**src/hw/rtl/hps_pkg.sv**
```systemverilog
`timescale 1ns / 1ps
// ----------------------------------------------------------------------------
// Horner polynomial sampler package
// Widths, register indexes, saturation limits and the structs shared by the
// sampler modules.
// ----------------------------------------------------------------------------
package hps_pkg;

  localparam int X_W               = 32;
  localparam int Y_W               = 48;
  localparam int COEF_W            = 32;
  localparam int IDX_W             = 12;
  localparam int ORDER_W           = 3;
  localparam int FRAC_W            = 16;
  localparam int COEF_NUM          = 5;
  localparam int DEFAULT_MAX_ORDER = 4;

  localparam int CFG_IDX_W  = 3;
  localparam int CFG_DATA_W = 32;

  localparam int S_TDATA_W = 16;
  localparam int M_TDATA_W = 80;

  localparam logic [CFG_IDX_W-1:0] REG_X_START    = 3'd0;
  localparam logic [CFG_IDX_W-1:0] REG_X_STEP     = 3'd1;
  localparam logic [CFG_IDX_W-1:0] REG_POLY_ORDER = 3'd2;
  localparam logic [CFG_IDX_W-1:0] REG_COEF_ZERO  = 3'd3;
  localparam logic [CFG_IDX_W-1:0] REG_COEF_ONE   = 3'd4;
  localparam logic [CFG_IDX_W-1:0] REG_COEF_TWO   = 3'd5;
  localparam logic [CFG_IDX_W-1:0] REG_COEF_THREE = 3'd6;
  localparam logic [CFG_IDX_W-1:0] REG_COEF_FOUR  = 3'd7;

  localparam logic signed [X_W-1:0] X_STEP_RESET = 32'sh0001_0000;

  localparam logic signed [X_W-1:0] X_MAX = {1'b0, {(X_W-1){1'b1}}};
  localparam logic signed [X_W-1:0] X_MIN = {1'b1, {(X_W-1){1'b0}}};
  localparam logic signed [Y_W-1:0] Y_MAX = {1'b0, {(Y_W-1){1'b1}}};
  localparam logic signed [Y_W-1:0] Y_MIN = {1'b1, {(Y_W-1){1'b0}}};

  typedef struct packed {
    logic signed [X_W-1:0]           x_start;
    logic signed [X_W-1:0]           x_step;
    logic [COEF_NUM-1:0][COEF_W-1:0] coef;
  } cfg_t;

  typedef struct packed {
    logic signed [X_W-1:0] x;
    logic signed [Y_W-1:0] y;
    logic                  ovf;
    logic                  last;
  } sample_t;

endpackage

```
**src/hw/rtl/hps_abscissa.sv**
```systemverilog
`timescale 1ns / 1ps
// ----------------------------------------------------------------------------
// Abscissa stages
// Two pipeline stages forming x = x_start + x_step * index with saturation,
// and seeding the accumulator with the top coefficient.
// ----------------------------------------------------------------------------
module hps_abscissa import hps_pkg::*; (
  input  logic                  clk,
  input  logic                  rst,
  input  logic                  in_valid,
  output logic                  in_ready,
  input  logic [IDX_W-1:0]      sample_index,
  input  logic                  last_in,
  input  logic signed [X_W-1:0] x_start,
  input  logic signed [X_W-1:0] x_step,
  input  logic [COEF_W-1:0]     coef_top,
  output logic                  out_valid,
  input  logic                  out_ready,
  output sample_t               out
);

  localparam int PROD_W = X_W + IDX_W + 1;
  localparam int SUM_W  = PROD_W + 1;

  logic                    a_valid;
  logic                    a_en;
  logic                    b_en;
  logic signed [PROD_W-1:0] prod;
  logic                    a_last;
  logic signed [SUM_W-1:0] x_sum;
  logic                    x_hi;
  logic                    x_lo;
  logic signed [X_W-1:0]   x_sat;

  assign b_en     = !out_valid || out_ready;
  assign a_en     = !a_valid || b_en;
  assign in_ready = a_en;

  always_comb begin
    x_sum = SUM_W'(x_start) + SUM_W'(prod);
    x_hi  = !x_sum[SUM_W-1] && (x_sum[SUM_W-2:X_W-1] != '0);
    x_lo  = x_sum[SUM_W-1] && (x_sum[SUM_W-2:X_W-1] != '1);
    if (x_hi) begin
      x_sat = X_MAX;
    end else if (x_lo) begin
      x_sat = X_MIN;
    end else begin
      x_sat = x_sum[X_W-1:0];
    end
  end

  always_ff @(posedge clk) begin
    if (rst) begin
      a_valid   <= 1'b0;
      out_valid <= 1'b0;
    end else begin
      if (a_en) begin
        a_valid <= in_valid;
      end
      if (b_en) begin
        out_valid <= a_valid;
      end
    end
  end

  always_ff @(posedge clk) begin
    if (a_en && in_valid) begin
      prod   <= x_step * $signed({1'b0, sample_index});
      a_last <= last_in;
    end
    if (b_en && a_valid) begin
      out.x    <= x_sat;
      out.y    <= {{(Y_W-COEF_W){coef_top[COEF_W-1]}}, coef_top};
      out.ovf  <= x_hi || x_lo;
      out.last <= a_last;
    end
  end

endmodule

```
**config.mk**
```make
export PLATFORM = sky130hd
export DESIGN_NAME = hps_abscissa
export DESIGN_NICKNAME = d
export VERILOG_FILES = /design/src/hw/rtl/hps_pkg.sv /design/src/hw/rtl/hps_abscissa.sv
export SDC_FILE = /design/constraint.sdc
export NUM_CORES = 1
export LEC_CHECK = 0
export BUFFER_PORTS_ARGS = -buffer_cell sky130_fd_sc_hd__buf_4
export CORE_MARGIN = 2
export CORE_UTILIZATION = 55
export CTS_BUF_LIST = sky130_fd_sc_hd__clkbuf_16
export CTS_CLUSTER_DIAMETER = 30
export CTS_CLUSTER_SIZE = 14
export DETAILED_ROUTE_END_ITERATION = 10
export GPL_TIMING_DRIVEN = 0
export PLACE_DENSITY = 0.78
export SYNTH_ARGS = -nofsm -noshare
export SYNTH_HDL_FRONTEND = slang
export SYNTH_SLANG_ARGS = --single-unit
```
**constraint.sdc**
```tcl
create_clock -name clk -period 6.5 [get_ports clk]
set_clock_uncertainty 0.2 [all_clocks]
set_input_delay 0.975 -clock clk [delete_from_list [all_inputs] [get_ports clk]]
set_output_delay 0.975 -clock clk [all_outputs]
set_load 0.02 [all_outputs]
```
[Word level (Yosys, flattened, before mapping)]
Cells that the tools add are included.
W data, S select, Z words.
Word-level totals
  register bits after elaboration: 114
  output and inout bits: 84
Cells by class
  add/subtract/negate cells: 1
  multiply operators: 1
  eq/ne operators: 1
  muxes and demuxes: 1
  reductions and logical operators: 11
Operators with widths (count)
  $add A32 B45 Y46: 1
  $mul A32 B13 Y45: 1
  $mux W32: 1
  $ne A14 B14 Y1 const B: 1
  $reduce_bool A14 Y1: 1
  $logic_and A1 B1 Y1: 4
  $logic_not A1 Y1: 3
  $logic_or A1 B1 Y1: 3

[Longest topological paths before layout]
Gate-level depths: netlist (run 1).
  depth in word-level cells: 4
  mapped depth: 24

[Worst setup path after synthesis (run 1)]
OpenSTA, ideal clock, no wires.
  path kind: input to register
  start: input x_step[11]
  end: register prod[41], data pin
  library setup time: 0.258 ns
  arrival: 6.570 ns
  slack: -0.528 ns
  stages on the path: 23
  cells stage by stage: clkbuf_1 > and2_1 > fa_1 > inv_1 > fa_1 > inv_1 > fa_1 > fa_1 > inv_1 > fa_1 > inv_1 > ha_1 > and4_1 > and2_1 > o21ai_1 > o311ai_1 > a2111oi_0 > o31ai_1 > a31o_1 > a311o_1 > a21oi_1 > o21ba_1 > xnor2_1
Between the ends
  longest elaborated chain between the ends: 1
RTL lines
  start, declared: RTL line hps_abscissa.sv:15  | input logic signed [X_W-1:0] x_step,
  $mul A32 B13 Y45: RTL line hps_abscissa.sv:68  | prod <= x_step * $signed({1'b0, sample_index});
  end signal, assigned: RTL line hps_abscissa.sv:68
  end, declared: RTL line hps_abscissa.sv:28  | logic signed [PROD_W-1:0] prod;
Every way passes these cells.
A chain may end at the register's enable or synchronous reset.

[Final worst setup path (run 1)]
  start: input sample_index[4]
  end: register prod[41], data pin
Between the ends
  longest elaborated chain between the ends: 1
RTL lines
  start, declared: RTL line hps_abscissa.sv:12  | input logic [IDX_W-1:0] sample_index,
  $mul A32 B13 Y45: RTL line hps_abscissa.sv:68
Every way passes these cells.

==> run_results.csv, run 1 <==
group,metric,value,unit
grt,antenna_found_initial,1,
synth,ys_warn_count,0,
synth,syn_inst,2161,
timing,worstMarginPinSlew,0.778,ns
timing,slew_violations,0,
synth,synth-seq-cells,114,
power_and_ir_drop,total_power,14500,uW
clock_network,holdBufCountCts,0,
worst_setup_path,required,6.46,ns
grt,grt_pass1_vias,16500,
timing,hold_viol,0,
layout,final_area,23900,sq um
timing,fin_crit_sh,0.998,
die,initial_utilization,0.561,
synth,synth_cell_type_count,75,
routing,antenna_left,0,
worst_setup_path,path_class,"primary input to flip-flop",
timing,fmax,0.154,GHz
worst_setup_path,critical_path.most_common_cell,"fa_1",
synth,ys_seq_area_frac,0.170,
clock_network,cts_tree,"built",
routing,num_vias,15700,
timing,period_needed,6.49,ns
synth,synthArstFlopShare,0,
timing,rsz0062_at_grt,"yes",
die,die_w,195,microns
grt,grt_pass1_wl,86200,microns
clock_network,cts_buffers,17,
placement,port-buffer-count,196,
placement,dp_hpwl,44200,microns
synth,syn_nets,2757,
power_and_ir_drop,peakVddDrop,416,uV
worst_setup_path,cp-end-kind,"flip-flop",
power_and_ir_drop,p_leak,0.0116,uW
worst_setup_path,cp_slowest_cell,"fa_1",
clock_network,clk_pin_slew,0.05,ns
worst_setup_path,critPathMaxFanout,10,
timing,setup_viol,0,
timing,whs,0.221,ns
worst_hold_path,hold_class,"flip-flop to flip-flop",
timing,max-slew-margin-rel,0.480,
worst_setup_path,arrival,6.45,ns
die,io-pin-count,197,
grt,grtUsageTotal,0.291,
clock_network,clk_latency,0.42,ns
die,core,35700,sq um
clock_network,htreeDepth,4,
worst_setup_path,worstSetupStartpointType,"primary input",
grt,grt_remaining_overflow,0,
routing,via_per_inst,5.44,
synth,synth_edf_count,112,
timing,tns,0,ns
synth,synth_area_per_cell,9.25,sq um
routing,wl_per_cell,18.6,microns
die,die_h,195,microns
placement,gp_congestion,0.978,
worst_setup_path,slowest_delay,0.59,ns
power_and_ir_drop,power.density,606,nW/um^2
placement,postPlaceCellArea,22300,sq um
layout,nNetsFinal,3007,
synth,syn-cell-area,20000,sq um
layout,drive_gt1_frac,0.200,
worst_setup_path,path_cells,"buf_4 -> clkbuf_16 -> nand2_1 -> fa_1 -> fa_1 -> inv_1 -> fa_1 -> fa_1 -> inv_1 -> fa_1 -> inv_2 -> ha_4 -> and4_4 -> and3_4 -> inv_4 -> o311ai_4 -> a2111oi_4 -> o31ai_2 -> a31o_1 -> a311o_1 -> a21oi_2 -> o21ba_4 -> xnor2_2",
routing,drc_errors,0,
die,rows,69,
clock_network,clock-sinks,114,
layout,syn_to_final_growth,19.8,%
layout,n_antenna_cell,0,
grt,grt_max_degree,46,
flow_run,cap_viol_max_count,0,
routing,drt_iter0_drc,1066,
die,fp.dieArea,37900,sq um
routing,first_pass_iters,5,
routing,drt_wl_total,53600,microns
clock_network,cts_buffer_depth,2,
synth,synthFlopType,"edfxtp_1",
clock_network,cts_root_buf,"clkbuf_16",
outcome,status,"completed",
## path summary, 6_finish.rpt
| path | cells past startpoint | endpoint | startpoint | slack, ns |
|---|---|---|---|---|
| setup / recovery | 23 | prod[41]$_DFFE_PP_ | sample_index[4] | 0.01 |
| hold / removal | 0 | out[0]$_DFFE_PP_ | a_last$_DFFE_PP_ | 0.22 |
| setup reg to reg | 14 | out[76]$_SDFFCE_PP1P_ | prod[11]$_DFFE_PP_ | 1.80 |
| hold reg to reg | 0 | out[0]$_DFFE_PP_ | a_last$_DFFE_PP_ | 0.22 |
## metal layers
layer,GRT usage,routed length (microns),vias to the layer above
li1,-,-,7245
met1,0.373,22100,7729
met2,0.490,25500,629
met4,0.107,1900,0
met5,0,0,-
met3,0.0595,4110,100
## flip-flops by register name (all words and copies together) (netlist names)
name,count
out_valid,1
a_valid,1
a_last,1
out,66
prod,45
## layout by cell type, fill, tap and decap left out, types with 11 or more instances in the layout
cell	Yosys	final
a21o_1	35	35
a21oi_1	83	74
and2_1	182	167
and2_4	1	15
and3_1	16	14
buf_2	10	14
buf_4	17	244
buf_6	7	18
buf_8	0	12
clkbuf_1	78	18
clkbuf_16	0	28
edfxtp_1	112	112
fa_1	339	328
fa_2	0	11
ha_1	144	130
ha_4	0	12
inv_1	457	444
inv_2	0	14
nand2_1	267	263
nand3_1	28	28
nor2_1	52	50
nor2b_1	13	12
nor3_1	15	12
o21a_1	16	16
o21ai_0	42	36
o21ai_1	16	16
o21ai_2	23	28
xnor2_1	49	47
xor2_1	25	25
## worst max-delay path: cells and delay by family
kind	cells	cell delay [ns]
adders and majority gates	6	2.83
xor gates and xnor gates	1	0.12
and+or+nand+nor	3	0.51
buffers and inverters	6	0.56
AOI/OAI and AO/OA	7	1.46
## power breakdown
group	total, uW	internal [uW]	leakage (uW)	switching (uW)
logic	12000	5460	0.0102	6590
registers	1590	1520	0.00106	73.7
clock network	875	551	0.000267	324
## area by class of cell
class / instances / area, sq um
inverter: 457 / 1720
clock buffer: 17 / 425
buffer: 101 / 976
clock inverter: 15 / 128
tap: 461 / 577
timing repair buffer: 242 / 1940
fill: 2760 / 11700
multi-input combinational: 1478 / 14800
sequential: 114 / 3400
## synthesized netlist by cell type, types with 3 or more instances
cell type,count,area (sq um)
a211oi_1,9,67.6
a21boi_0,4,30.0
a21o_1,35,263
a21oi_1,83,415
a221o_1,3,30.0
a31o_2,3,26.3
a31oi_1,8,50.1
and2_1,182,1140
and3_1,16,100
and4_1,4,35.0
buf_2,10,50.1
buf_4,17,128
buf_6,7,78.8
clkbuf_1,78,293
edfxtp_1,112,3360
fa_1,339,6790
ha_1,144,1800
inv_1,457,1720
nand2_1,267,1000
nand2b_1,9,56.3
nand3_1,28,140
nand4_1,8,50.1
nor2_1,52,195
nor2b_1,13,81.3
nor3_1,15,75.1
nor4_1,10,62.6
o211ai_1,7,52.6
o21a_1,16,120
o21ai_0,42,210
o21ai_1,16,80.1
o21ai_2,23,201
o21bai_1,7,52.6
o22ai_1,4,25.0
o31ai_1,9,67.6
or2_2,3,18.8
xnor2_1,49,429
xor2_1,25,219
## metrics by stage
| step | utilization | cells | setup WS [ns] |
|---|---|---|---|
| CTS | 0.657 | 2862 | -0.0236 |
| detailed placement | 0.625 | 2820 | -1.05 |
| finish | 0.672 | 2885 | 0.0129 |
| floorplan | - | 2161 | 0.00119 |
| global route | 0.672 | 2885 | -0.131 |
| global placement | 0.623 | 2818 | -0.967 |
## logic make-up after synthesis
| family | Yosys count | synth area share |
|---|---|---|
| DFF | 114 | 0.170 |
| and+or+nand+nor | 621 | 0.155 |
| adders and majority gates | 483 | 0.430 |
| xor gates and xnor gates | 74 | 0.0324 |
| AOI/OAI and AO/OA | 299 | 0.0993 |
| muxes | 1 | 0.000501 |
| buffers and inverters | 569 | 0.113 |
## what timing repair did
item	4_1_cts	5_1_grt
cloned	2	2
pin swaps	34	66
resized for setup	132	112
endpoints found under the setup margin	14	11
hold endpoints to repair	0	0
setup buffers	17	23
No activity file was read; power rests on OpenSTA's default activity.
==> run 2, diff against run 1 <==
- ABC_AREA: default -> 1
==> run 2 against run 1 <==
  * Global-route usage grew 1.5 points
  * Design area up 2.4%
  * Area after synthesis up 8.7%
  * Die area up 8.5%
  * Hold slack lost 0.0044 ns
  * Sequential share of layout area decreased by 0.33 points
  * Highest routed layer unchanged
==> run_results.csv, run 2 <==
group,metric,value,unit
clock_network,cts_buffer_depth,2,
worst_setup_path,r2r_slack,3.25,ns
timing,rsz0062_at_grt,"yes",
synth,synth_most_common_cell,"nand2_1",
synth,synth_cell_type_count,45,
synth,synth_area_per_cell,7.55,sq um
die,die_h,203,microns
worst_setup_path,r2r_cells,19,
layout,n_antenna_cell,0,
layout,top_register,"out",
layout,reg_top3,"out (66), prod (45)",
timing,slew_violations,0,
die,fp.dieArea,41100,sq um
placement,postPlaceCellArea,23900,sq um
clock_network,clk_pin_slew,0.06,ns
clock_network,cts_root_buf,"clkbuf_16",
synth,ys_seq_area_frac,0.157,
routing,drt_iter0_drc,1229,
layout,syn_to_final_growth,12.9,%
grt,grt_remaining_overflow,0,
grt,grtUsageTotal,0.306,
timing,tns,0,ns
placement,dp.cells,3591,
timing,max-slew-margin-rel,0.393,
layout,drive_gt1_frac,0.116,
placement,port-buffer-count,196,
synth,syn-cell-area,21700,sq um
synth,ys_warn_count,0,
die,initial_utilization,0.559,
layout,mostFrequentLayoutCells,"nand2_1 (861), inv_1 (826), fa_1 (338)",
worst_setup_path,critPathMaxFanout,10,
outcome,status,"completed",
placement,gp_congestion,0.951,
timing,period_needed,6.32,ns
timing,fin_crit_sh,0.972,
layout,nNetsFinal,3678,
timing,setup_viol,0,
clock_network,cts_buffers,17,
synth,yosysTopAreaCell,"fa_1",
worst_hold_path,hold_class,"flip-flop to flip-flop",
routing,via_per_inst,5.07,
grt,grt_max_degree,47,
timing,whs,0.217,ns
worst_setup_path,required,6.47,ns
worst_setup_path,worstSetupStartpointType,"primary input",
routing,drt_wl_total,60400,microns
timing,worstMarginPinSlew,0.910,ns
routing,first_pass_iters,6,
layout,final_common_cell,"nand2_1",
synth,synth_top_area_share,0.312,
routing,wl_per_cell,16.7,microns
synth,synthTopCellsByCount,"nand2_1 (861), inv_1 (827), fa_1 (339), ha_1 (144), nor2_1 (114)",
die,io-pin-count,197,
grt,grt_pass1_wl,97900,microns
grt,grt_pass1_vias,19200,
placement,dp_hpwl,52000,microns
routing,antenna_left,0,
synth,syn_nets,3471,
die,core,38800,sq um
timing,hold_viol,0,
synth,synth-seq-cells,114,
layout,largest_register_ffs,66,
worst_setup_path,cp-end-kind,"flip-flop",
die,rows,72,
synth,synth_edf_count,112,
synth,synthFlopType,"edfxtp_1",
routing,drc_errors,0,
timing,fmax,0.158,GHz
grt,antenna_found_initial,0,
synth,synthArstFlopShare,0,
synth,syn_inst,2875,
clock_network,holdBufCountCts,0,
flow_run,cap_viol_max_count,0,
worst_setup_path,path_class,"primary input to flip-flop",
die,die_w,203,microns
layout,fin_cells,3613,
worst_setup_path,arrival,6.29,ns
routing,num_vias,18300,
clock_network,htreeDepth,4,
worst_hold_path,min_path_cells,0,
clock_network,clk_latency,0.42,ns
clock_network,cts_tree,"built",
layout,final_area,24500,sq um
synth,synth_top_cells_by_area,"fa_1 (31%), edfxtp_1 (15%), nand2_1 (15%)",
clock_network,clock-sinks,114,
-- run 2: changes by cell type after synthesis, moves of 15 or more --
cell     previous run  this run
inv_1             457       827
xor2_1             25        50
xnor2_1            49        23
nand2_2             0        22
and2_1            182         2
a21o_1             35         3
o21ai_2            23         0
nand2_1           267       861
and3_1             16         1
nor2_1             52       114
-- run 2: per-layer routing --
metal / vias to the layer above / share of wire / GRT usage
met5: - / 0 / 0
met4: 0 / 0.041 / 0.119
met3: 135 / 0.069 / 0.0414
met2: 702 / 0.48 / 0.535
met1: 8737 / 0.41 / 0.385
li1: 8750 / - / -
-- run 2: final timing paths --
kind,startpoint,to
max reg2reg,prod[0]$_DFFE_PP_,out[1]$_DFFE_PP_
min,a_last$_DFFE_PP_,out[0]$_DFFE_PP_
max,x_step[9],prod[35]$_DFFE_PP_
min reg2reg,a_last$_DFFE_PP_,out[0]$_DFFE_PP_
-- run 2: final cells by class --
type	instances	area (sq um)
fillers	3464	14300
clock inverters	15	171
well taps	518	648
multi-input cells	1832	14800
repair buffers	198	1510
plain buffers	80	449
clock buffers	17	425
inverters	839	3150
flip-flops and latches	114	3400
-- run 2: critical path, stage by stage --
cell and delay, ns:
buf_4 0.09, clkbuf_1 0.48, nand2_1 0.17, fa_1 0.50, fa_1 0.54, inv_1 0.05
fa_1 0.51, fa_1 0.49, inv_1 0.05, fa_1 0.53, inv_1 0.06, ha_1 0.34
a21oi_1 0.24, o21ai_0 0.16, inv_1 0.10, nand2_1 0.08, nand2_1 0.08, nand2_1 0.08
a21boi_1 0.31, o21bai_1 0.15, nand2_1 0.08, nand2_1 0.06, xor2_1 0.14
-- run 2: kinds of logic after synthesis --
group,count (synthesis),share of synthesized area
buf+inv,929,0.166
simple gates,1114,0.209
flops,114,0.157
fa+ha+maj,483,0.395
compound gates,161,0.0423
xor+xnor,74,0.0307
-- run 2: metrics by stage --
| step | util | setup WS [ns] |
|---|---|---|
| detailed placement | 0.615 | -0.786 |
| CTS | 0.631 | 0.0181 |
| global route | 0.631 | -0.105 |
| floorplan | - | 0.498 |
| global placement | 0.614 | -0.656 |
| finish | 0.631 | 0.180 |
-- run 2: timing repair --
action	4_1_cts	5_1_grt
endpoints found under the setup margin	12	14
pin swaps	0	1
gates resized for setup	13	47
setup buffers	0	0
Power of run 2 is left out: the tool's default activity adds up to more than one toggle a clock period on the data nets, which glitch-free logic cannot reach.
