`src/hw/rtl/hps_pkg.sv`:
```
`timescale 1ns / 1ps
// ----------------------------------------------------------------------------
// Horner polynomial sampler package
// Widths, register indexes, saturation limits and the structs shared by the
// sampler modules.
// ----------------------------------------------------------------------------
package hps_pkg;

  localparam int X_W               = 32;
  localparam int Y_W               = 48;
  localparam int COEF_W            = 32;
  localparam int IDX_W             = 12;
  localparam int ORDER_W           = 3;
  localparam int FRAC_W            = 16;
  localparam int COEF_NUM          = 5;
  localparam int DEFAULT_MAX_ORDER = 4;

  localparam int CFG_IDX_W  = 3;
  localparam int CFG_DATA_W = 32;

  localparam int S_TDATA_W = 16;
  localparam int M_TDATA_W = 80;

  localparam logic [CFG_IDX_W-1:0] REG_X_START    = 3'd0;
  localparam logic [CFG_IDX_W-1:0] REG_X_STEP     = 3'd1;
  localparam logic [CFG_IDX_W-1:0] REG_POLY_ORDER = 3'd2;
  localparam logic [CFG_IDX_W-1:0] REG_COEF_ZERO  = 3'd3;
  localparam logic [CFG_IDX_W-1:0] REG_COEF_ONE   = 3'd4;
  localparam logic [CFG_IDX_W-1:0] REG_COEF_TWO   = 3'd5;
  localparam logic [CFG_IDX_W-1:0] REG_COEF_THREE = 3'd6;
  localparam logic [CFG_IDX_W-1:0] REG_COEF_FOUR  = 3'd7;

  localparam logic signed [X_W-1:0] X_STEP_RESET = 32'sh0001_0000;

  localparam logic signed [X_W-1:0] X_MAX = {1'b0, {(X_W-1){1'b1}}};
  localparam logic signed [X_W-1:0] X_MIN = {1'b1, {(X_W-1){1'b0}}};
  localparam logic signed [Y_W-1:0] Y_MAX = {1'b0, {(Y_W-1){1'b1}}};
  localparam logic signed [Y_W-1:0] Y_MIN = {1'b1, {(Y_W-1){1'b0}}};

  typedef struct packed {
    logic signed [X_W-1:0]           x_start;
    logic signed [X_W-1:0]           x_step;
    logic [COEF_NUM-1:0][COEF_W-1:0] coef;
  } cfg_t;

  typedef struct packed {
    logic signed [X_W-1:0] x;
    logic signed [Y_W-1:0] y;
    logic                  ovf;
    logic                  last;
  } sample_t;

endpackage

```
`src/hw/rtl/hps_cfg_regs.sv`:
```
`timescale 1ns / 1ps
// ----------------------------------------------------------------------------
// Configuration registers
// Holds the sweep and coefficient registers and presents the coefficients
// with every term above the effective order forced to zero.
// ----------------------------------------------------------------------------
module hps_cfg_regs import hps_pkg::*; #(
  parameter int MAX_ORDER = DEFAULT_MAX_ORDER
) (
  input  logic                  clk,
  input  logic                  rst,
  input  logic                  cfg_wen,
  input  logic [CFG_IDX_W-1:0]  cfg_index,
  input  logic [CFG_DATA_W-1:0] cfg_data,
  output cfg_t                  cfg
);

  logic signed [X_W-1:0]           x_start;
  logic signed [X_W-1:0]           x_step;
  logic [ORDER_W-1:0]              poly_order;
  logic [ORDER_W-1:0]              order_eff;
  logic [COEF_NUM-1:0][COEF_W-1:0] coef;

  always_ff @(posedge clk) begin
    if (rst) begin
      x_start    <= '0;
      x_step     <= X_STEP_RESET;
      poly_order <= '0;
      coef       <= '0;
    end else if (cfg_wen) begin
      unique case (cfg_index)
        REG_X_START:    x_start    <= cfg_data[X_W-1:0];
        REG_X_STEP:     x_step     <= cfg_data[X_W-1:0];
        REG_POLY_ORDER: poly_order <= cfg_data[ORDER_W-1:0];
        REG_COEF_ZERO:  coef[0]    <= cfg_data[COEF_W-1:0];
        REG_COEF_ONE:   coef[1]    <= cfg_data[COEF_W-1:0];
        REG_COEF_TWO:   coef[2]    <= cfg_data[COEF_W-1:0];
        REG_COEF_THREE: coef[3]    <= cfg_data[COEF_W-1:0];
        REG_COEF_FOUR:  coef[4]    <= cfg_data[COEF_W-1:0];
        default: ;
      endcase
    end
  end

  // Leading zero terms make Horner's rule start at the configured order.
  always_comb begin
    order_eff   = (poly_order > ORDER_W'(MAX_ORDER)) ? ORDER_W'(MAX_ORDER) : poly_order;
    cfg.x_start = x_start;
    cfg.x_step  = x_step;
    for (int j = 0; j < COEF_NUM; j++) begin
      cfg.coef[j] = (ORDER_W'(j) <= order_eff) ? coef[j] : '0;
    end
  end

endmodule

```
`config.mk`:
```
export PLATFORM = sky130hd
export DESIGN_NAME = hps_cfg_regs
export DESIGN_NICKNAME = d
export VERILOG_FILES = /design/src/hw/rtl/hps_pkg.sv /design/src/hw/rtl/hps_cfg_regs.sv
export SDC_FILE = /design/constraint.sdc
export NUM_CORES = 1
export LEC_CHECK = 0
export ABC_AREA = 1
export BUFFER_PORTS_ARGS = -buffer_cell sky130_fd_sc_hd__buf_2
export CAP_MARGIN = 10
export CORE_AREA = 2 2 162 164
export DETAILED_ROUTE_END_ITERATION = 16
export DIE_AREA = 0 0 164 166
export GPL_ROUTABILITY_DRIVEN = 0
export PLACE_DENSITY_LB_ADDON = 0.25
export SYNTH_ARGS = -nofsm -noshare
export SYNTH_HDL_FRONTEND = slang
export SYNTH_SLANG_ARGS = --single-unit
```
`constraint.sdc`:
```
create_clock -name clk -period 1.35 [get_ports clk]
set_input_delay 0.27 -clock clk [delete_from_list [all_inputs] [get_ports clk]]
set_output_delay 0.27 -clock clk [all_outputs]
set_load 0.005 [all_outputs]
```
; Word-level counts from Yosys, hierarchy flattened
; Index checks and enable logic that the tools add are counted.
[word_totals]
reg_bits = 227
latchBits = 0
mem_bits_rw = 0
mem_bits_ro = 0
in_bits = 38
output_inout_bits = 224
word_cells = 36
memories = 0
[classes]
addsub = 0
mul = 0
n_div = 0
magnitude_cmp = 6
eq_ne = 7
n_shift = 0
muxes = 6
bitwise_logic = 0
n_reduce_logical = 9
[op_table]
columns = operator, n
row1 = $mux 32, 5
row2 = $reduce_and 2->1, 8
row3 = $eq 3x3->1 const B, 4
row4 = $eq 3x2->1 const B, 2
row5 = $le 1x3->1 const A, 2
row6 = $le 2x3->1 const A, 2
row7 = $eq 3x1->1 const B, 1
row8 = $gt 3x3->1 const B, 1
row9 = $le 3x3->1 const A, 1
row10 = $logic_not 3->1, 1
row11 = $mux 3, 1

; Logic depth before layout (Yosys ltp)
; Gate-level depths: netlist of run 1.
[logic_depth]
word_depth = 4
ltp_mapped = 7
depth_no_buf = 5

; Worst setup path after synthesis of run 1
; No wires, ideal clock.
[synth_path]
kind = register to output
startpoint = register poly_order[2]
endpoint = output port cfg[33] (netlist bit)
arrival_ns = 1.136
required_ns = 1.080
slack_ns = -0.056
stages_incl_launch_ff = 6
n_path_buf = 2
path_cell_list = dfxtp_1 clkbuf_1 or2_2 nor2_2 buf_2 nor2_1
[synth_lines]
columns = element, line
row1 = "start, declared", hps_cfg_regs.sv:20  ; logic [ORDER_W-1:0] poly_order;
row2 = "start signal, assigned", hps_cfg_regs.sv:34  ; REG_POLY_ORDER: poly_order <= cfg_data[ORDER_W-1:0];
row3 = "end, declared", hps_cfg_regs.sv:15  ; output cfg_t cfg

==> results of run 1 <==
-- repair_timing --
item,in CTS,in global routing
setup endpoints to repair,128,128
buffers inserted,8,1
gates resized for setup,39,9
hold buffers,1,0
pin swaps,2,1
hold endpoints to repair,1,0
cloned,4,3
-- state kept, by name, indices dropped and copies added (netlist names) --
| name | cells |
|---|---|
| poly_order | 3 |
| x_start | 32 |
| x_step | 32 |
| coef | 160 |
-- final timing paths --
| path | end | slack (ns) | depth (start not counted) |
|---|---|---|---|
| hold reg to reg | coef[1] | 0.47 | 2 |
| setup reg to reg | poly_order[2] | 0.47 | 4 |
| hold / removal | x_step[11] | 0.13 | 4 |
| setup / recovery | cfg[87] | -0.56 | 6 |
-- area by class of cell --
| class | count | area [um2] | area share |
|---|---|---|---|
| clock buffers | 37 | 721 | 0.0561 |
| clock inverters | 6 | 80.1 | 0.00624 |
| inverters | 168 | 648 | 0.0505 |
| multi-input cells | 1057 | 4330 | 0.337 |
| flip-flops and latches | 227 | 4550 | 0.354 |
| well taps | 335 | 419 | 0.0326 |
| repair buffers | 315 | 2100 | 0.164 |
-- layout by cell type (no fill, tap or decap), drive strengths merged --
master | synthesis | routed
a21oi | 1 | 1
buf | 75 | 312
bufinv | 0 | 2
clkbuf | 57 | 39
clkinv | 0 | 5
dfxtp | 227 | 227
dlygate4sd3 | 0 | 1
inv | 168 | 167
nand2 | 299 | 299
nand3 | 195 | 195
nor2 | 561 | 561
or2 | 1 | 1
-- worst reg2reg max path, cell delays in order (launching register included) --
cell and delay (ns):
dfxtp_2 0.33, buf_4 0.15, buf_12 0.15, nor2_1 0.10
nor2_1 0.05
-- cells by family after synthesis --
kind of cell,count (synthesis)
AOI/OAI and AO/OA,1
buffers and inverters,300
DFF,227
and+or+nand+nor,1056
-- report_power, final --
part	leakage (nW)	total [mW]	internal, mW	switching, mW
Clock	0.396	6.75	4.04	2.71
Combinational	4.05	1.69	0.618	1.07
Sequential	1.85	7.06	6.94	0.126
Total	6.29	15.5	11.6	3.91
-- stage by stage --
stage                      util  setup WS, ns  cells  hold WS [ns]  area, um2
after detailed placement  0.460       -0.0787   2090         0.463      11800
after global routing      0.501        -0.610   2145         0.132      12800
after floorplan               -       -0.0307   1584         0.383      10000
after global placement    0.460       -0.0297   2090         0.453      11800
final                     0.501        -0.564   2145         0.128      12800
after CTS                 0.500        -0.613   2144         0.116      12800
-- layer usage --
layer / share of wire / track usage
met2: 0.45 / 0.351
met1: 0.45 / 0.311
met4: 0.019 / 0.0561
met3: 0.074 / 0.0477
met5: 0.00057 / 0
==> summary.txt, run 1 <==
Status: finished with violations
Failing checks: negative setup slack
Port buffer count: 261
Vias/cell: 4.68
Final WL: 31.5 mm
Final ANT Viol Nets: 0
Area grow syn2layout: 28.1%
Max FO, Critical Path: 7
Compound-cell area share of the yosys netlist: 0.000499
CP bufs+invs: 4
Fin crit share: 1.42
Top cells by area, synth: dfxtp_1 45%, nor2_1 21%, nand2_1 11%
Detail Placement HPWL: 20.9 mm
Ant. Diodes: 0
Clock Pin Slew Worst Setup and Hold Paths: 0.06 ns
Vias in the first global route: 9,039
Largest net degree at the start of global routing: 55
Average cell area after synthesis: 6.33 um2
Final setup vio count: 128
Start point of the critical path: poly_order[2]
Worst Path Arrival: 1.64 ns
Critical path class: flip-flop to output pin
Initial antenna violation count: 3
Async SR Flop Fraction: 0
R2r startpoint: poly_order[2]
Slowest stage delay, CP: 0.33 ns
Main combinational cell family by area after synthesis: simple AND/OR/NAND/NOR gates
Post-synthesis simple-gate area fraction: 0.423
Slowest cell on crit path: dfxtp_2
First-pass GRT wire length: 48.5 mm
Seq cells post-synth: 227
H-Tree Depth: 1
Initial core utilization: 0.391
Synth cell count leaders: 553 x nor2_1, 297 x nand2_1, 227 x dfxtp_1
Setup crit end kind: output pin
TritonCTS clock tree: yes
Total power: 15.5 mW
Max_cap viols: 0
Max Fclk: 523 MHz
Slew Limit Headroom: 0.682
Filler cells: 2,625
Initial drt markers: 666
DIE WIDTH: 164 um
Critical Path RT: 1.08 ns
Clock Latency Late Sink: 0.51 ns
Post-synthesis mux area share: 0
Count leader, synth: nor2_1
Mapped Cells: 1,584
XOR/XNOR share of the synthesized area: 0
Final setup margin: -0.564 ns
Fin. Hold Viols: 0
Least-Margin Pin Slew: 0.476 ns
Post-synthesis cell type count: 15
Leakage power: 6.29 nW
VDD IR max: 0.000814 V
Max Buffers Root-to-Sink: 3
Min Tclk post-route: 1.91 ns
Power per standard cell area: 1210 nW/um2
CTS root buffer: clkbuf_16
Post-synth top area share: 0.453
Average wire per cell in the routed design: 14.7 um
Remaining routing DRC violations: 0
RSZ-0062 raised after global routing: true
Die Y: 166 um
Clk_skew: 0 ns
Yosys Warn Count: 0
Critical path, cell by cell: or2_4 -> buf_4 -> clkinv_8 -> clkbuf_16 -> nor2_1 -> buf_2
Net Count, Synth: 1,622
Crit path max-delay family: buffers and inverters
TritonCTS buffer count: 25
Fin nets: 1,832
Worst Setup Start Kind: flip-flop
Core area: 25,600 um2
Final Slew Violations: 0
Seq/Total Area, Yosys: 0.453
Share of post-route cells with drive strength above 1: 0.214
Drt first pass iters: 5
# rows: 59
Total clock sinks: 227
HP Class: primary input to flip-flop
Syn Std Cell Area: 10,000 um2
Worst hold start: rst
Yosys top cell by area: dfxtp_1
IO Pins: 262
Adder-cell share of the synthesized area: 0
Global Route Usage Sum: 0.223
Die ar.: 27,200 um2
Vias after detailed routing: 10,000
Sum Neg Setup Slack: -57.78 ns
GRT overflow: 0
Predominant post-synthesis flop cell: dfxtp_1
Post-synth EDFFs: 0
Note: power is estimated with default switching activity, not from simulation.
==> run 2: changes to the inputs <==
ABC_AREA = 0   (was 1)
CORE_AREA = 2 2 160 162   (was 2 2 162 164)
DIE_AREA = 0 0 162 164   (was 0 0 164 166)
PLACE_DENSITY_LB_ADDON = default   (was 0.25)
clock period = 1.9 ns   (was 1.35 ns; I/O delays follow)
==> run 2 against run 1 <==
Net effect:
- the flow still finishes with violations (negative setup slack)
- wire length is 9.4% lower
- die area is 2.4% lower
- first-iteration DRC count is 58% lower
- sequential cell count stayed put
- critical endpoint is now cfg[63]
- largest cell class is now multi-input combinational cells
- highest routed layer unchanged
==> summary.txt, run 2 <==
Post-synth EDFFs: 0 (unchanged)
Average wire per cell in the routed design: 18.5 um (+26%)
Max Buffers Root-to-Sink: 3 (unchanged)
Predominant post-synthesis flop cell: dfxtp_1
Seq/Total Area, Yosys: 0.462 (+0.00841)
Port buffer count: 261 (unchanged)
Sum Neg Setup Slack: -8.27 ns (+49.52 ns)
Clock Latency Late Sink: 0.50 ns (about the same)
XOR/XNOR share of the synthesized area: 0 (unchanged)
Main combinational cell family by area after synthesis: simple AND/OR/NAND/NOR gates
Slowest cell on crit path: dfxtp_4
DIE WIDTH: 162 um (-1.2%)
Seq cells post-synth: 227 (unchanged)
Mapped Cells: 961 (-39%)
Initial drt markers: 282 (-58%)
Syn Std Cell Area: 9840 um2 (-1.8%)
GRT overflow: 0 (unchanged)
RSZ-0062 raised after global routing: true
Final setup margin: -0.148 ns (+0.415 ns)
Vias after detailed routing: 7,250 (-28%)
Top cells by area, synth: dfxtp_1 46%, mux2i_1 23%, nand2b_1 16%
Leakage power: 6.57 nW (+4.5%)
Most frequent cells in the layout: 258 x nand2b_1, 250 x buf_2, 227 x mux2i_1
Post-synth top area share: 0.462 (+0.00841)
Failing checks: negative setup slack
Vias/cell: 4.70 (+0.42%)
Synth cell count leaders: 258 x nand2b_1, 227 x dfxtp_1, 227 x mux2i_1
Clock Pin Slew Worst Setup and Hold Paths: 0.06 ns (about the same)
Min Tclk post-route: 2.05 ns
Crit path max-delay family: buffers and inverters
Final WL: 28.5 mm (-9.4%)
Vias in the first global route: 7,248 (-20%)
Drt first pass iters: 4 (-1)
Average cell area after synthesis: 10.2 um2 (+62%)
VDD IR max: 0.000469 V (-42%)
Fin nets: 1,234 (-33%)
Fin crit share: 1.08
Critical path, cell by cell: buf_12 -> nor3_4 -> buf_6 -> buf_16 -> nor2b_1 -> buf_2
IO Pins: 262 (unchanged)
Final Util: 0.525 (+0.0239)
Final ANT Viol Nets: 0 (unchanged)
Max reg flops: 160 (unchanged)
WHS: 0.150 ns (+0.0212 ns)
Initial core utilization: 0.397 (+0.00521)
Critical path class: flip-flop to output pin
Slowest stage delay, CP: 0.35 ns (+0.02 ns)
# rows: 58 (-1.7%)
TritonCTS clock tree: yes
Max Fclk: 488 MHz
Count leader, synth: nand2b_1
Final setup vio count: 85 (-34%)
Async SR Flop Fraction: 0 (unchanged)
Filler cells: 2,322 (-12%)
Yosys Warn Count: 0 (unchanged)
Clk_skew: 0 ns (unchanged)
Compound-cell area share of the yosys netlist: 0.000509 (+0.00000927)
Max FO, Critical Path: 6 (-1)
Cts hold-fix bufs: 0 (-1)
Power per standard cell area: 821 nW/um2 (-32%)
Placed Cells: 1,481 (-29%)
TritonCTS buffer count: 25 (unchanged)
Net Count, Synth: 999 (-38%)
Critical Path RT: 1.52 ns (+0.44 ns)
Yosys top cell by area: dfxtp_1
Ant. Diodes: 0 (unchanged)
Worst Path Arrival: 1.67 ns (+0.03 ns)
Largest net degree at the start of global routing: 46 (-16%)
Setup crit end kind: output pin
Most flop-heavy register: coef
Post-synthesis simple-gate area fraction: 0.257 (-0.167)
HP Class: primary input to flip-flop
Max_cap viols: 0 (unchanged)
Final Slew Violations: 0 (unchanged)
Post-synthesis cell type count: 21 (+6)
Die Y: 164 um (-1.2%)
Slew Limit Headroom: 0.688 (+0.00589)
Post-synthesis mux area share: 0.231 (+0.231)
Initial antenna violation count: 1 (-2)
First-pass GRT wire length: 42.3 mm (-13%)
Share of post-route cells with drive strength above 1: 0.334 (+0.120)
Die ar.: 26,600 um2 (-2.4%)
CTS root buffer: clkbuf_16
Commonest non-fill, non-tap cell in the layout: nand2b_1
Total clock sinks: 227 (unchanged)
Global Route Usage Sum: 0.204 (-0.0189)
Detail Placement HPWL: 18.4 mm (-12%)
H-Tree Depth: 1 (unchanged)
Adder-cell share of the synthesized area: 0 (unchanged)
Fin. Hold Viols: 0 (unchanged)
Status: finished with violations
Remaining routing DRC violations: 0 (unchanged)
Final Instance Count excl. Fillers: 1,541 (-28%)
Worst Setup Start Kind: flip-flop
Area grow syn2layout: 32.5%
Top Registers: coef x160, x_start x32, x_step x32
CP bufs+invs: 4 (unchanged)
Core area: 24,800 um2 (-3.1%)
Least-Margin Pin Slew: 0.468 ns (-0.00831 ns)
[run 2: changes by cell type in the layout (fill, tap and decap cells not counted), sizes merged, moves of 3 or more]
cell    change
and2       +32
mux2i     +227
inv       -167
clkinv      -3
nand2b    +258
nor2b      +96
nand4b      +3
nor2      -557
nand2     -299
nand3     -195
[run 2: power breakdown]
group | total [mW] | switching, mW | internal (mW)
clock | 4.99 | 1.92 | 3.07
combinational | 0.795 | 0.415 | 0.379
sequential | 4.92 | 0.0553 | 4.86
[run 2: timing repair]
action | 4_1_cts | 5_1_grt
resized for setup | 38 | 62
buffers inserted | 10 | 1
pin swaps | 3 | 0
setup endpoints to repair | 118 | 102
cloned | 4 | 4
[run 2: area by class of cell]
| cell class | instances | area (um2) | area share |
|---|---|---|---|
| repair buffers | 313 | 2070 | 0.159 |
| flip-flops and latches | 227 | 4550 | 0.349 |
| well taps | 330 | 413 | 0.0317 |
| clock buffers | 37 | 741 | 0.0568 |
| multi-input cells | 629 | 5160 | 0.396 |
| clock inverters | 5 | 100 | 0.00768 |
[run 2: through the flow]
| step | total power, mW | setup WS [ns] | area (um2) |
|---|---|---|---|
| after CTS | 10.8 | -0.144 | 12700 |
| after global routing | 11.1 | -0.212 | 13000 |
| final | 10.7 | -0.148 | 13000 |
| after floorplan | 5.45 | 0.330 | 9840 |
| after global placement | 5.72 | 0.172 | 11500 |
| after detailed placement | 5.73 | 0.106 | 11500 |
[run 2: path summary, 6_finish.rpt]
path                               startpoint             to  slack [ns]  depth (start not counted)
worst max-delay path            poly_order[2]        cfg[63]       -0.15                          6
worst max register to register  poly_order[2]  poly_order[2]        1.17                          3
worst min-delay path             cfg_data[16]     x_step[16]        0.15                          3
worst min register to register       coef[50]       coef[50]        0.47                          2
[run 2: kinds of logic after synthesis]
| group | Yosys count |
|---|---|
| buffers and inverters | 106 |
| DFF | 227 |
| muxes | 227 |
| AOI/OAI and AO/OA | 1 |
| and+or+nand+nor | 400 |
[run 2: layer usage]
| layer | vias up | wire, um | track usage |
|---|---|---|---|
| met5 | - | 16 | 0 |
| met4 | 2 | 460 | 0.0434 |
| met3 | 36 | 1910 | 0.0523 |
| met2 | 200 | 13100 | 0.339 |
| met1 | 3458 | 13000 | 0.269 |
| li1 | 3554 | - | - |
[run 2: worst reg2reg max path, stage by stage (launching register included)]
cell	delay (ns)
dfxtp_4	0.35
buf_12	0.13
nand2b_1	0.06
mux2i_1	0.06
==> run 3: changes to the inputs <==
CORE_AREA = 2 2 144 146   (was 2 2 160 162)
DIE_AREA = 0 0 146 148   (was 0 0 162 164)
PLACE_DENSITY = 0.75   (was default)
REMOVE_ABC_BUFFERS = 1   (was default)
==> run 3 against run 2 <==
Net effect:
- sequential cell count unchanged
- register-to-register slack got worse by 0.21 ns
- the run still ends with negative setup slack left
- utilization increased by 11 points
- die area decreased by 19%
- cell area decreased by 1.8%
- wire length decreased by 8.7%
- worst setup slack improved by 0.030 ns
- sequential power about the same
- clock-buffer cell count increased by 1
- combinational power decreased by 6.3%
- sequential share of layout area increased by 0.64 points
- clock power decreased by 7.2%
==> summary.txt, run 3 (same netlist as run 2, synthesis figures left out) <==
Worst Setup Start Kind: flip-flop
CTS root buffer: clkbuf_16
Leakage power: 6.49 nW (-1.2%)
Port buffer count: 261 (unchanged)
Max Fclk: 495 MHz (+1.5%)
HP Class: primary input to flip-flop
Total clock sinks: 227 (unchanged)
Area grow syn2layout: 30.1%
Placement Setup Slack: -0.00115 ns (-0.107 ns)
Commonest non-fill, non-tap cell in the layout: nand2b_1
Ant. Diodes: 0 (unchanged)
Slowest cell on crit path: dfxtp_4
Dpl cell area: 11,300 um2 (-1.5%)
Min Tclk post-route: 2.02 ns (-0.0302 ns)
Final ANT Viol Nets: 0 (unchanged)
Share of post-route cells with drive strength above 1: 0.322 (-0.0116)
Top Registers: coef x160, x_start x32, x_step x32
Critical path class: flip-flop to output pin
Comb pwr share: 0.072 (-0.002)
Slew Limit Headroom: 0.743 (+0.0545)
Final setup vio count: 96 (+13%)
Clock Latency Late Sink: 0.50 ns (about the same)
Failing checks: negative setup slack
VDD IR max: 0.000685 V (+46%)
Max FO, Critical Path: 8 (+2)
RSZ-0062 raised after global routing: true
Clk_skew: 0 ns (unchanged)
Remaining routing DRC violations: 0 (unchanged)
Least-Margin Pin Slew: 0.386 ns (-0.0818 ns)
GRT overflow: 0 (unchanged)
First-pass GRT wire length: 39.6 mm (-6.6%)
Critical Path RT: 1.52 ns (about the same)
Vias in the first global route: 7,302 (+0.75%)
Max Buffers Root-to-Sink: 3 (unchanged)
Filler cells: 1,671 (-28%)
Die Y: 148 um (-9.8%)
Average wire per cell in the routed design: 17.7 um (-4.6%)
DIE WIDTH: 146 um (-9.9%)
Largest net degree at the start of global routing: 79 (+72%)
Vias/cell: 4.91 (+4.3%)
Net Sw Frac: 0.226 (+0.00281)
# rows: 52 (-10%)
Final WL: 26.1 mm (-8.7%)
Final Util: 0.639 (+0.114)
Sw power: 2.32 mW (-2.7%)
Die ar.: 21,600 um2 (-19%)
Max reg flops: 160 (unchanged)
Initial antenna violation count: 0 (-1)
Fin crit share: 1.06 (-0.0159)
TritonCTS clock tree: yes
Sequential Power Share: 0.478 (+0.018)
Slowest stage delay, CP: 0.37 ns (+0.02 ns)
IO Pins: 262 (unchanged)
Worst Path Arrival: 1.64 ns (-0.03 ns)
Final Instance Count excl. Fillers: 1,475 (-4.3%)
Final instance area: 12,800 um2 (-1.8%)
Internal Power: 7.97 mW (-4.2%)
Final setup margin: -0.118 ns (+0.0302 ns)
Drt first pass iters: 4 (unchanged)
Setup crit end kind: output pin
Clock Pin Slew Worst Setup and Hold Paths: 0.06 ns (about the same)
Critical path, cell by cell: nor3_4 -> buf_6 -> buf_12 -> nor2b_2 -> buf_2
Area occupied by multi-input gates: 5130 um2 (-0.53%)
Vias after detailed routing: 7,237 (-0.18%)
Clock share of power: 0.450 (-0.016)
Placed Cells: 1,412 (-4.7%)
Initial core utilization: 0.491 (+0.0946)
Max_cap viols: 0 (unchanged)
Fin nets: 1,226 (-0.65%)
Most frequent cells in the layout: 258 x nand2b_1, 251 x buf_2, 227 x mux2i_1
H-Tree Depth: 1 (unchanged)
Fin. Hold Viols: 0 (unchanged)
Status: finished with violations
Total power: 10.3 mW (-3.9%)
Final Slew Violations: 0 (unchanged)
Core area: 20,000 um2 (-19%)
Initial drt markers: 340 (+21%)
Register area: 4550 um2 (unchanged)
Detail Placement HPWL: 16.4 mm (-11%)
Cts hold-fix bufs: 0 (unchanged)
Most flop-heavy register: coef
Power per standard cell area: 804 nW/um2 (-2.1%)
Global Route Usage Sum: 0.227 (+0.0227)
TritonCTS buffer count: 24 (-4.0%)
## run 3: changes by cell type in the layout (fill, tap and decap cells not counted), sizes merged
| cell | change |
|---|---|
| bufinv | -2 |
| clkinv | +1 |
| buf | -7 |
| clkbuf | +1 |
| clkinvlp | +1 |
## run 3: timing repair
action	CTS	global route
resized for setup	32	79
cloned	2	4
setup buffers	10	5
endpoints found under the setup margin	128	96
pin swaps	2	3
## run 3: worst paths after layout
path | from | to | slack [ns] | depth (start not counted)
worst max-delay path | poly_order[1] | cfg[33] | -0.12 | 5
worst min-delay path | cfg_data[16] | x_step[16] | 0.14 | 3
worst max register to register | poly_order[2] | poly_order[2] | 0.96 | 4
worst min register to register | coef[114] | coef[114] | 0.47 | 2
## run 3: final cells by class
type	instances	area share
multi-input combinational	629	0.401
sequential	227	0.356
timing repair buffer	306	0.156
clock buffer	38	0.0566
tap	270	0.0264
clock inverter	5	0.00410
## run 3: metrics by stage
| stage | hold slack [ns] | setup TNS, ns |
|---|---|---|
| 2_1_floorplan | 0.443 | -166.96 |
| 3_3_place_gp | 0.453 | 0 |
| 3_5_place_dp | 0.457 | -0.00115 |
| 4_1_cts | 0.130 | -3.60 |
| 5_1_grt | 0.173 | -13.08 |
| 6_report | 0.144 | -7.11 |
## run 3: metal layers
layer / share of wire / track usage / vias to the layer above
met5: 0 / 0 / -
met4: 0.021 / 0.0680 / 0
met3: 0.065 / 0.0590 / 41
met2: 0.47 / 0.379 / 205
met1: 0.44 / 0.290 / 3456
li1: - / - / 3535
## run 3: critical path, delay by kind of cell, from the launching register on
kind | cells | cell delay, ns
buffers and inverters | 3 | 0.45
flip-flops | 1 | 0.37
AND/OR/NAND/NOR | 2 | 0.29
## run 3: power groups by stage
stage / sequential [mW] / combinational (mW) / clock, mW
after detailed placement: 5.02 / 0.652 / 0
after floorplan: 5.02 / 0.360 / 0
after CTS: 4.92 / 0.699 / 4.71
after global routing: 4.93 / 0.801 / 4.92
final: 4.92 / 0.745 / 4.63
after global placement: 5.02 / 0.644 / 0
